[src/rtl/blfcd_pkg.sv]
package blfcd_pkg;

  localparam int FLASH_BYTES    = 524288;
  localparam int SECTOR_BYTES   = 4096;
  localparam int SEQUENCE_LIMIT = 10;

  localparam int SEQ_DEPTH   = 6;
  localparam int SEQ_IDX_W   = $clog2(SEQ_DEPTH);
  localparam int UNLOCK_LEN  = 3;
  localparam int PROGRAM_LEN = 4;
  localparam int ERASE_LEN   = 6;

  localparam int CFG_ADDR_W = 3;
  localparam logic REG_FLASH_ENABLE = 1'b0;

  localparam logic [14:0] CMD_ADDR_A = 15'h5555;
  localparam logic [14:0] CMD_ADDR_B = 15'h2AAA;
  localparam logic [11:0] PAT_ADDR_A = 12'hAAA;
  localparam logic [11:0] PAT_ADDR_B = 12'h555;

  localparam logic [7:0] CMD_UNLOCK_1 = 8'hAA;
  localparam logic [7:0] CMD_UNLOCK_2 = 8'h55;
  localparam logic [7:0] CMD_ID_ENTRY = 8'h90;
  localparam logic [7:0] CMD_ERASE    = 8'h80;
  localparam logic [7:0] CMD_PROGRAM  = 8'hA0;
  localparam logic [7:0] CMD_SECTOR   = 8'h30;
  localparam logic [7:0] CMD_CHIP     = 8'h10;
  localparam logic [7:0] CMD_RESET    = 8'hF0;
  localparam logic [7:0] ERASED_BYTE  = 8'hFF;

  typedef enum logic [2:0] {
    OP_NONE         = 3'd0,
    OP_PROGRAM      = 3'd1,
    OP_REFUSED      = 3'd2,
    OP_SECTOR_ERASE = 3'd3,
    OP_CHIP_ERASE   = 3'd4
  } flash_op_e;

  typedef enum logic [1:0] {
    SRC_ROM   = 2'd0,
    SRC_FLASH = 2'd1,
    SRC_ID    = 2'd2
  } prg_source_e;

  typedef struct packed {
    logic [15:0] cpu_addr;
    logic [7:0]  write_data;
    logic [7:0]  current_byte;
  } blfcd_in_t;

  typedef struct packed {
    logic [4:0]  prg_bank;
    logic [1:0]  chr_bank;
    logic        nametable_select;
    prg_source_e prg_source;
    flash_op_e   flash_op;
    logic [18:0] flash_offset;
    logic [7:0]  flash_byte;
  } blfcd_out_t;

endpackage

[src/rtl/blfcd_stream_if.sv]
interface blfcd_stream_if #(
  parameter type payload_t = logic
);
  logic     valid;
  logic     ready;
  payload_t payload;

  modport source (output valid, output payload, input ready);
  modport sink (input valid, input payload, output ready);
endinterface

[src/rtl/bank_latch_with_flash_command_decoder_core.sv]
// An accepted item enters the input register, and its result then enters the output register.
// Throughput: one item per cycle while the output side takes results.
// An input register and a result register bracket a single pass of decode logic.
// Reset clears the bank latch, the command sequence count, ID mode and flash enable.
// The recorded command entries are not reset; each is written before it is compared.
module bank_latch_with_flash_command_decoder_core
  import blfcd_pkg::*;
(
  input  logic                  clk_i,
  input  logic                  rst_ni,
  input  logic                  psel,
  input  logic                  penable,
  input  logic                  pwrite,
  input  logic [CFG_ADDR_W-1:0] paddr,
  input  logic [31:0]           pwdata,
  output logic [31:0]           prdata,
  output logic                  pready,
  blfcd_stream_if.sink          in_i,
  blfcd_stream_if.source        out_o
);

  logic       flash_enable_q, flash_enable_d;
  logic       stg_valid_q, stg_valid_d;
  blfcd_in_t  stg_q;
  logic       res_valid_q, res_valid_d;
  blfcd_out_t res_q, res_d;
  logic [7:0] bank_latch_q, bank_latch_d;
  logic [3:0] seq_count_q, seq_count_d;
  logic       id_mode_q, id_mode_d;
  logic [14:0] seq_addr_q [SEQ_DEPTH];
  logic [7:0]  seq_val_q [SEQ_DEPTH];

  logic        in_fire, advance, cfg_we;
  logic        upper_half, rec_en;
  logic [3:0]  seq_count_inc;
  logic [14:0] new_addr;
  logic [14:0] ent_addr [SEQ_DEPTH];
  logic [7:0]  ent_val [SEQ_DEPTH];
  logic        unlock_pre, id_ok, prog_ok, erase_pre, sector_ok, chip_ok;
  logic [19:0] byte_off;
  logic [18:0] flash_off, sector_off;

  assign pready = 1'b1;
  assign cfg_we = psel && penable && pwrite && (paddr[CFG_ADDR_W-1:2] == REG_FLASH_ENABLE);
  assign prdata = (paddr[CFG_ADDR_W-1:2] == REG_FLASH_ENABLE) ? {31'd0, flash_enable_q} : 32'd0;
  assign flash_enable_d = cfg_we ? pwdata[0] : flash_enable_q;

  assign advance     = stg_valid_q && (!res_valid_q || out_o.ready);
  assign in_i.ready  = !stg_valid_q || advance;
  assign in_fire     = in_i.valid && in_i.ready;
  assign stg_valid_d = in_fire || (stg_valid_q && !advance);
  assign res_valid_d = advance || (res_valid_q && !out_o.ready);
  assign out_o.valid   = res_valid_q;
  assign out_o.payload = res_q;

  assign upper_half    = stg_q.cpu_addr[15] && stg_q.cpu_addr[14];
  assign seq_count_inc = seq_count_q + 4'd1;
  assign new_addr      = {bank_latch_q[0], stg_q.cpu_addr[13:0]};
  assign rec_en        = flash_enable_q && !upper_half
                         && (seq_count_q < 4'(SEQUENCE_LIMIT))
                         && (seq_count_q < 4'(SEQ_DEPTH));

  always_comb begin
    for (int k = 0; k < SEQ_DEPTH; k++) begin
      if (rec_en && (seq_count_q[SEQ_IDX_W-1:0] == SEQ_IDX_W'(k))) begin
        ent_addr[k] = new_addr;
        ent_val[k]  = stg_q.write_data;
      end else begin
        ent_addr[k] = seq_addr_q[k];
        ent_val[k]  = seq_val_q[k];
      end
    end
  end

  assign unlock_pre = (ent_addr[0] == CMD_ADDR_A) && (ent_val[0] == CMD_UNLOCK_1)
                      && (ent_addr[1] == CMD_ADDR_B) && (ent_val[1] == CMD_UNLOCK_2);
  assign id_ok      = unlock_pre && (ent_addr[2] == CMD_ADDR_A) && (ent_val[2] == CMD_ID_ENTRY);
  assign prog_ok    = unlock_pre && (ent_addr[2] == CMD_ADDR_A) && (ent_val[2] == CMD_PROGRAM);
  assign erase_pre  = unlock_pre && (ent_addr[2] == CMD_ADDR_A) && (ent_val[2] == CMD_ERASE)
                      && (ent_addr[3] == CMD_ADDR_A) && (ent_val[3] == CMD_UNLOCK_1)
                      && (ent_addr[4] == CMD_ADDR_B) && (ent_val[4] == CMD_UNLOCK_2);
  assign sector_ok  = ent_val[5] == CMD_SECTOR;
  assign chip_ok    = (ent_addr[5] == CMD_ADDR_A) && (ent_val[5] == CMD_CHIP);

  assign byte_off   = {1'b0, bank_latch_q[4:0], stg_q.cpu_addr[13:0]};
  assign flash_off  = 19'(byte_off % 20'(FLASH_BYTES));
  assign sector_off = flash_off - 19'(flash_off % 19'(SECTOR_BYTES));

  always_comb begin
    bank_latch_d = bank_latch_q;
    seq_count_d  = seq_count_q;
    id_mode_d    = id_mode_q;
    res_d.flash_op     = OP_NONE;
    res_d.flash_offset = '0;
    res_d.flash_byte   = '0;
    if (!flash_enable_q) begin
      bank_latch_d = stg_q.write_data & stg_q.current_byte;
    end else if (upper_half) begin
      bank_latch_d = stg_q.write_data;
    end else begin
      if (seq_count_q < 4'(SEQUENCE_LIMIT)) begin
        seq_count_d = seq_count_inc;
        if ((seq_count_inc == 4'(UNLOCK_LEN)) && id_ok) begin
          id_mode_d   = 1'b1;
          seq_count_d = '0;
        end
        if ((seq_count_inc == 4'(ERASE_LEN)) && erase_pre) begin
          if (sector_ok) begin
            res_d.flash_op     = OP_SECTOR_ERASE;
            res_d.flash_offset = sector_off;
            seq_count_d        = '0;
          end else if (chip_ok) begin
            res_d.flash_op = OP_CHIP_ERASE;
            seq_count_d    = '0;
          end
        end
        if ((seq_count_inc == 4'(PROGRAM_LEN)) && prog_ok) begin
          res_d.flash_op     = (stg_q.current_byte == ERASED_BYTE) ? OP_PROGRAM : OP_REFUSED;
          res_d.flash_offset = flash_off;
          res_d.flash_byte   = stg_q.write_data;
          seq_count_d        = '0;
        end
      end
      if ((stg_q.cpu_addr[11:0] != PAT_ADDR_A) && (stg_q.cpu_addr[11:0] != PAT_ADDR_B)) begin
        seq_count_d = '0;
      end
      if (stg_q.write_data == CMD_RESET) begin
        seq_count_d = '0;
        id_mode_d   = 1'b0;
      end
    end
    res_d.prg_bank         = bank_latch_d[4:0];
    res_d.chr_bank         = bank_latch_d[6:5];
    res_d.nametable_select = bank_latch_d[7];
    if (!flash_enable_q) begin
      res_d.prg_source = SRC_ROM;
    end else if (id_mode_d) begin
      res_d.prg_source = SRC_ID;
    end else begin
      res_d.prg_source = SRC_FLASH;
    end
  end

  always_ff @(posedge clk_i or negedge rst_ni) begin
    if (!rst_ni) begin
      flash_enable_q <= 1'b0;
      stg_valid_q    <= 1'b0;
      res_valid_q    <= 1'b0;
      bank_latch_q   <= '0;
      seq_count_q    <= '0;
      id_mode_q      <= 1'b0;
    end else begin
      flash_enable_q <= flash_enable_d;
      stg_valid_q    <= stg_valid_d;
      res_valid_q    <= res_valid_d;
      if (advance) begin
        bank_latch_q <= bank_latch_d;
        seq_count_q  <= seq_count_d;
        id_mode_q    <= id_mode_d;
      end
    end
  end

  always_ff @(posedge clk_i) begin
    if (in_fire) begin
      stg_q <= in_i.payload;
    end
    if (advance) begin
      res_q <= res_d;
    end
    if (advance && rec_en) begin
      seq_addr_q[seq_count_q[SEQ_IDX_W-1:0]] <= new_addr;
      seq_val_q[seq_count_q[SEQ_IDX_W-1:0]]  <= stg_q.write_data;
    end
  end

endmodule

[src/flat_wrapper.sv]
// flat-port wrapper written by rule: the top's interface ports become plain ports
module bank_latch_with_flash_command_decoder_core_flat import blfcd_pkg::*;
  (clk_i, rst_ni, psel, penable, pwrite, paddr, pwdata, prdata, pready, in_i_valid, in_i_payload, in_i_ready, out_o_valid, out_o_payload, out_o_ready);
  blfcd_stream_if #(.payload_t(blfcd_in_t)) in_i_i ();
  blfcd_stream_if #(.payload_t(blfcd_out_t)) out_o_i ();
  input  logic clk_i;
  input  logic rst_ni;
  input  logic psel;
  input  logic penable;
  input  logic pwrite;
  input  logic [CFG_ADDR_W-1:0] paddr;
  input  logic [31:0] pwdata;
  output logic [31:0] prdata;
  output logic pready;
  input wire logic [$bits(in_i_i.valid)-1:0] in_i_valid;
  input wire logic [$bits(in_i_i.payload)-1:0] in_i_payload;
  output wire logic [$bits(in_i_i.ready)-1:0] in_i_ready;
  output wire logic [$bits(out_o_i.valid)-1:0] out_o_valid;
  output wire logic [$bits(out_o_i.payload)-1:0] out_o_payload;
  input wire logic [$bits(out_o_i.ready)-1:0] out_o_ready;
  assign in_i_i.valid = in_i_valid;
  assign in_i_i.payload = in_i_payload;
  assign in_i_ready = in_i_i.ready;
  assign out_o_valid = out_o_i.valid;
  assign out_o_payload = out_o_i.payload;
  assign out_o_i.ready = out_o_ready;
  bank_latch_with_flash_command_decoder_core u_core (.clk_i(clk_i), .rst_ni(rst_ni), .psel(psel), .penable(penable), .pwrite(pwrite), .paddr(paddr), .pwdata(pwdata), .prdata(prdata), .pready(pready), .in_i(in_i_i), .out_o(out_o_i));
endmodule
[config.mk]
export PLATFORM = sky130hd
export DESIGN_NAME = bank_latch_with_flash_command_decoder_core_flat
export DESIGN_NICKNAME = d
export VERILOG_FILES = /design/src/rtl/blfcd_pkg.sv /design/src/rtl/blfcd_stream_if.sv /design/src/rtl/bank_latch_with_flash_command_decoder_core.sv /design/src/flat_wrapper.sv
export SDC_FILE = /design/constraint.sdc
export NUM_CORES = 1
export LEC_CHECK = 0
export ABC_AREA = 1
export BUFFER_PORTS_ARGS = -buffer_cell sky130_fd_sc_hd__buf_2
export CORE_ASPECT_RATIO = 0.9
export CORE_MARGIN = 2
export CORE_UTILIZATION = 45
export CTS_CLUSTER_SIZE = 25
export DETAILED_ROUTE_END_ITERATION = 10
export GPL_TIMING_DRIVEN = 0
export PLACE_DENSITY = 0.73
export SETUP_SLACK_MARGIN = 0.2
export SYNTH_ARGS = -nofsm -noshare
export SYNTH_HDL_FRONTEND = slang
export SYNTH_SLANG_ARGS = --single-unit
[constraint.sdc]
create_clock -name clk_i -period 4.45 [get_ports clk_i]
set_input_delay 0.89 -clock clk_i [delete_from_list [all_inputs] [get_ports clk_i]]
set_output_delay 0.89 -clock clk_i [all_outputs]
set_load 0.03 [all_outputs]
==> results of run 1 <==
cells in the final DEF, fill, tap and decap left out, types with 10 or more instances in the layout:
master / count
clkbuf_16: 23
nand3_1: 26
buf_2: 88
dfrtp_1: 16
a21oi_1: 13
nor2_1: 82
edfxtp_1: 210
conb_1: 32
nor2_2: 16
o21ai_0: 10
nand2_1: 90
buf_4: 34
inv_1: 111
nand4_1: 22
worst max-delay path: cells and delay by family, from the launching register on:
kind	cells	cell delay [ns]
buf+inv	4	0.67
flops	1	0.47
simple gates	5	1.02
metal layers:
layer  vias up  global-route usage
met5         -                   0
met3        23              0.0251
met1      2449               0.226
met2       175               0.264
li1       2573                   -
met4         0              0.0492
flip-flops by register name (all words and copies together), names as in the netlist:
signal / count
u_core.seq_addr_q: 90
u_core.seq_val_q: 48
u_core.out_o.payload: 40
u_core.stg_q: 18
u_core.byte_off: 14
u_core.bank_latch_q: 8
u_core.seq_count_q: 4
u_core.flash_enable_q: 1
u_core.id_mode_q: 1
u_core.out_o.valid: 1
u_core.stg_valid_q: 1
kinds of logic (layout without fill, tap and decap cells):
kind of cell	count (synthesis)	count (layout)	share of synthesized area
buffers and inverters	153	286	0.0778
other	2	32	0.000833
AND/OR/NAND/NOR	272	272	0.143
AO/OA/AOI/OAI	34	34	0.0208
adder cells (fa/ha/maj)	8	8	0.0111
XOR/XNOR	1	1	0.00181
flip-flops	226	226	0.744
power groups by stage:
stage	registers, mW	logic [mW]	clock network, mW
floorplan	2.59	0.194	0
global placement	2.55	0.352	0
detailed placement	2.55	0.366	0
CTS	2.51	0.369	1.80
global route	2.52	0.401	1.90
finish	2.51	0.369	1.77
per-stage QoR:
stage               worst slack [ns]  utilization
floorplan                      0.469            -
global placement              -0.607        0.498
detailed placement              1.57        0.505
CTS                             1.95        0.541
global route                    1.74        0.541
finish                          1.98        0.541
area by class of cell:
class	count	area share
repair buffers	92	0.0498
clock inverters	9	0.00678
flip-flops and latches	226	0.627
inverters	115	0.0403
well taps	255	0.0298
multi-input cells	347	0.163
plain buffers	38	0.0251
clock buffers	32	0.0588
final timing paths:
path	to	cells past startpoint	slack (ns)	from
setup / recovery	u_core.seq_val_q[3][5]	9	1.98	u_core.seq_count_q[1]
hold / removal	u_core.bank_latch_q[1]	1	0.30	rst_ni
setup reg to reg	u_core.seq_val_q[3][5]	9	1.98	u_core.seq_count_q[1]
hold reg to reg	u_core.out_o.valid	2	0.49	u_core.stg_valid_q
max in group asynchronous	u_core.seq_count_q[0]	1	3.86	rst_ni
min in group clk_i	u_core.out_o.valid	2	0.49	u_core.stg_valid_q
==> summary.md, run 1 <==
| Metric | Value |
|---|---|
| Post-synthesis sequential area ratio | 0.744 |
| Die W | 153 um |
| Finish-stage setup viols | 0 |
| Worst vdd ir | 0.000279 V |
| Avg WL per Cell | 15.4 um |
| Number of enable flip-flop cells after synthesis | 210 |
| Sw Share | 0.228 |
| DRT Wirelength | 17.2 mm |
| Avg Vias per Cell | 4.69 |
| Die H | 138 um |
| Gates resized, CTS repair | 0 |
| Finished Cell Area | 10,700 um2 |
| Syn-to-layout area delta | 18.8% |
| Filler instances | 1,634 |
| Post-DRT Antenna Nets | 0 |
| PwrDens | 434 nW/um2 |
| CP max stage delay | 0.51 ns |
| Initial DRC count | 426 |
| Register area | 6710 um2 |
| Status | finished clean |
| Placed insts | 1,073 |
| Placement Cell Area | 10,000 um2 |
| Ys flop type | edfxtp_1 |
| Critical-path maximum fanout | 10 |
| Comb power frac | 0.079 |
| Core ar. | 19,800 um2 |
| Multi-input logic area | 1740 um2 |
| Met3 wire length | 1.20 mm |
| Maxcap violations | 0 |
| Clk buf depth | 3 |
| Initial core utilization | 0.455 |
| H-tree depth | 1 |
| Yosys top cell area share | 0.700 |
| Pin count of the biggest net entering global routing | 50 |
| Synthesized flop and latch total | 226 |
| Non-filler instance count after layout | 1,114 |
| Worst setup SP type | flip-flop |
| DIE AREA | 21,200 um2 |
| Layout Nets | 925 |
| Number of global-route vias before repair | 5,056 |
| RSZ-0062 raised after global routing | no |
| Hold-fix buffer count after cts | 0 |
| Post-synthesis cell type count | 34 |
| Smallest hold slack | 0.303 ns |
| Num ports | 149 |
| Clock sinks | 226 |
| Slowest-stage cell, CP | nor4_2 |
| Fin. max-slew vios | 0 |
| Synthesized area | 9010 um2 |
| DRC | 0 |
| Synthesized netlist cell count | 696 |
| Crit path cell chain | nand2_2 > nand2_4 > nor2_8 > inv_1 > nor2_1 > inv_1 > nor4_2 > buf_4 > buf_4 |
| Pre-antenna DRT Iters | 5 |
| Least-Margin Pin Slew | 1.16 ns |
| Clock slew seen by the registers of the worst setup and hold paths | 0.06 ns |
| GRT Total Usage | 0.162 |
| Sw power | 1.06 mW |
| Most instantiated library cell after synthesis | edfxtp_1 |
| Top post-synthesis cells by count | edfxtp_1 (210), inv_1 (111), nand2_1 (90), nor2_1 (84), buf_4 (32) |
| WP data required | 4.66 ns |
| Ys Warns | 0 |
| HPWL Detailed | 11.8 mm |
| Setup Total Neg Slack | 0 ns |
| Initial antenna violation count | 0 |
| Rows | 49 |
| Reg power frac | 0.540 |
| Static Leak | 4.36 nW |
| Met2 wire length | 8.39 mm |
| CTS tree | built |
| Port buffer count | 83 |
| Global-route wire length before repair | 26.8 mm |
| Async set or reset register ratio after synthesis | 0.0708 |
| Share of cells above drive strength 1 | 0.236 |
| CP Capture Type | flip-flop |
| Metal1 wirelength | 7.31 mm |
| Fmax | 404 MHz |
| Pint | 3.59 mW |
| Syn Area/Cell | 12.9 um2 |
| Gr ovfl total | 0 |
| CTS root buf | clkbuf_16 |
| Crit share post-route | 0.556 |
| Top post-synthesis cells by area | edfxtp_1 (70%), inv_1 (4.6%), dfrtp_1 (4.4%) |
| Routability cong. | 0.885 |
| Highest layer used for signal routing | met4 |
| Cell taking the most area after synthesis | edfxtp_1 |
| Final Hold Viols | 0 |
| Worst Skew | 0.00874 ns |
| Post-CTS Setup Bufs | 0 |
| Total Power | 4.65 mW |
| Post-layout minimum cycle time | 2.47 ns |
| Critical Path AT | 2.68 ns |
| Crit Path Class | flip-flop to flip-flop |
| Clk_lat worst skew | 0.50 ns |
| Max-Slew Margin vs Limit | 0.229 |
| Routed vias | 5,220 |
| N_diodes | 0 |
| Clock share of power | 0.381 |
| Num CTS Buffers | 23 |
| Min-Delay Path Class | primary input to asynchronous set/reset pin |
Power figures use the tool's default switching activity.
==> inputs of run 2 (changes only) <==
--- a/config.mk
+++ b/config.mk
@@ -13,7 +13,7 @@
 export CTS_CLUSTER_SIZE = 25
 export DETAILED_ROUTE_END_ITERATION = 10
 export GPL_TIMING_DRIVEN = 0
-export PLACE_DENSITY = 0.73
+export PLACE_DENSITY = 0.76
 export SETUP_SLACK_MARGIN = 0.2
 export SYNTH_ARGS = -nofsm -noshare
 export SYNTH_HDL_FRONTEND = slang
==> constraint.sdc (replaced) <==
create_clock -name clk_i -period 2.05 [get_ports clk_i]
set_input_delay 0.41 -clock clk_i [delete_from_list [all_inputs] [get_ports clk_i]]
set_output_delay 0.41 -clock clk_i [all_outputs]
set_load 0.03 [all_outputs]
==> run 2 against run 1 <==
Compared with the run above:
- the flow now finishes with violations (setup timing)
- critical path type unchanged
- largest power group unchanged
- total power up 140%
- clock power increased to 2.5 times the previous value
- worst setup slack worse by 2.3 ns
==> summary.md, run 2 (synthesis results as in run 1) <==
| Metric | Value |
|---|---|
| Critical Path AT | 2.74 ns |
| Min-Delay Path Class | primary input to flip-flop |
| Layout Nets | 1,019 |
| Worst r2r src | u_core.stg_q[14] |
| Worst vdd ir | 0.000666 V |
| Final Hold Viols | 0 |
| Routability cong. | 0.867 |
| Num CTS Buffers | 23 |
| Share of cells above drive strength 1 | 0.389 |
| Global-route wire length before repair | 31.9 mm |
| Die W | 153 um |
| Post-route setup slack | -0.337 ns |
| Rows | 49 |
| Crit share post-route | 1.16 |
| Static Leak | 4.99 nW |
| PwrDens | 896 nW/um2 |
| GRT Total Usage | 0.196 |
| Avg Vias per Cell | 5.19 |
| CP Capture Type | flip-flop |
| Num ports | 149 |
| RSZ-0062 raised after global routing | yes |
| Commonest non-fill, non-tap cell in the layout | edfxtp_1 |
| CP max stage delay | 0.50 ns |
| Crit path cell chain | nand2_2 > inv_1 > nand2_1 > nor2_2 > nand2_1 > nor2_1 > nand2_1 > nand2_2 > nand2_2 > nor2_4 > buf_4 > nand3_4 > nand2_8 > nand2_8 > nor2_4 |
| CTS root buf | clkbuf_16 |
| Core ar. | 19,800 um2 |
| Max-Slew Margin vs Limit | 0.664 |
| DIE AREA | 21,200 um2 |
| Routed vias | 6,267 |
| Initial DRC count | 763 |
| Clk_lat worst skew | 0.51 ns |
| HPWL Detailed | 11.4 mm |
| Die H | 138 um |
| R2R depth | 15 |
| Hold path cells | 1 |
| R2R Path End | u_core.out_o.payload[20] |
| Max reg flops | 90 |
| N_diodes | 0 |
| Total Power | 11.0 mW |
| DRT Wirelength | 23.5 mm |
| Hold Path Sink | u_core.byte_off[7] |
| Post-layout minimum cycle time | 2.39 ns |
| Fmax | 419 MHz |
| Syn-to-layout area delta | 36.1% |
| Reg-to-reg slack, setup | -0.34 ns |
| DRC | 0 |
| Post-DRT Antenna Nets | 0 |
| Clock slew seen by the registers of the worst setup and hold paths | 0.07 ns |
| HP Start | in_i_payload[23] |
| H-tree depth | 1 |
| Filler instances | 1,367 |
| Clock sinks | 226 |
| Fin. max-slew vios | 0 |
| Pre-antenna DRT Iters | 6 |
| Finished Cell Area | 12,300 um2 |
| CTS tree | built |
| Crit Path Class | flip-flop to flip-flop |
| Most frequent cells in the layout | edfxtp_1 (210), inv_1 (101), buf_4 (93) |
| Initial core utilization | 0.455 |
| Slowest-stage cell, CP | edfxtp_1 |
| Number of global-route vias before repair | 5,881 |
| Gr ovfl total | 0 |
| WP data required | 2.41 ns |
| Maxcap violations | 0 |
| Status | finished with violations |
| Critical-path maximum fanout | 5 |
| Clk buf depth | 3 |
| Least-Margin Pin Slew | 0.503 ns |
| Initial antenna violation count | 0 |
| Worst setup SP type | flip-flop |
| Placement Cell Area | 9940 um2 |
| Port buffer count | 83 |
| Avg WL per Cell | 19.4 um |
| Finish-stage setup viols | 142 |
| WP buf/inv | 2 |
| Worst Skew | 0.0125 ns |
| Core Util, Final | 0.619 |
| CP delay by family, top | simple AND/OR/NAND/NOR gates |
| Pin count of the biggest net entering global routing | 50 |
| Failing checks | setup timing |
[run 2: cell types whose count changed in the layout (fill, tap and decap cells not counted), sizes merged]
cell and change:
buf +84, bufinv +3, clkbuf -2, clkinvlp +4, dlygate4sd3 +1, inv -3, nand2 +1, nor2 +2
nor3 +3, nor4 +1
[run 2: how the worst max path moves through the flow]
| stage | startpoint | end | slack (ns) | cells after the start |
|---|---|---|---|---|
| after floorplan | u_core.seq_count_q[1] | u_core.seq_addr_q[3][0] | -0.12 | 7 |
| after global placement | u_core.seq_count_q[1] | u_core.seq_val_q[3][3] | -0.44 | 7 |
| after detailed placement | u_core.seq_count_q[1] | u_core.seq_val_q[3][3] | -0.52 | 7 |
| after CTS | u_core.seq_count_q[1] | u_core.out_o.payload[20] | -0.06 | 14 |
| after global routing | u_core.stg_q[12] | u_core.out_o.payload[30] | -0.39 | 14 |
| final | u_core.stg_q[14] | u_core.out_o.payload[20] | -0.34 | 15 |
[run 2: what timing repair did]
action,CTS,global route
hold buffers,1,0
pin swaps,22,18
gates resized for setup,75,81
setup endpoints to repair,224,209
gates cloned,7,4
buffers inserted,73,18
endpoints found under the hold margin,16,0
[run 2: routing by layer]
metal,GRT usage,wire [um],up-vias
li1,-,-,2790
met1,0.253,8500,3004
met2,0.333,11700,394
met3,0.0361,2320,79
met4,0.0741,989,0
met5,0,0,-
[run 2: worst reg2reg max path, cell delays in order (launching register included)]
cell and delay (ns):
edfxtp_1 0.50, nand2_2 0.10, inv_1 0.08, nand2_1 0.08, nor2_2 0.19, nand2_1 0.11, nor2_1 0.12, nand2_1 0.09
nand2_2 0.10, nand2_2 0.07, nor2_4 0.15, buf_4 0.17, nand3_4 0.10, nand2_8 0.12, nand2_8 0.10, nor2_4 0.17
[run 2: through the flow]
stage          setup WS (ns)  cells  TNS [ns]  hold WS (ns)
6_report              -0.337   1208    -17.82        0.0725
5_1_grt               -0.388   1208    -29.29        0.0575
4_1_cts              -0.0580   1186    -0.609        0.0639
3_5_place_dp          -0.523   1064    -62.82         0.355
3_3_place_gp          -0.439   1064    -51.78         0.356
2_1_floorplan         -0.124    726     -4.16         0.114
[run 2: power breakdown]
part           internal [mW]  switching, mW
Clock                   2.69           1.74
Sequential              5.29          0.111
Combinational          0.378          0.778
Total                   8.36           2.63
[run 2: area by class of cell]
cell class	count	area [um2]	share of cell area
Sequential cell	226	6710	0.547
Multi-Input combinational cell	354	2270	0.185
Timing Repair Buffer	178	1380	0.113
Clock buffer	29	628	0.0512
Tap cell	255	319	0.0260
Clock inverter	12	179	0.0146
Buffer	38	319	0.0260
Timing Repair inverter	1	7.51	0.000612
Inverter	115	454	0.0370
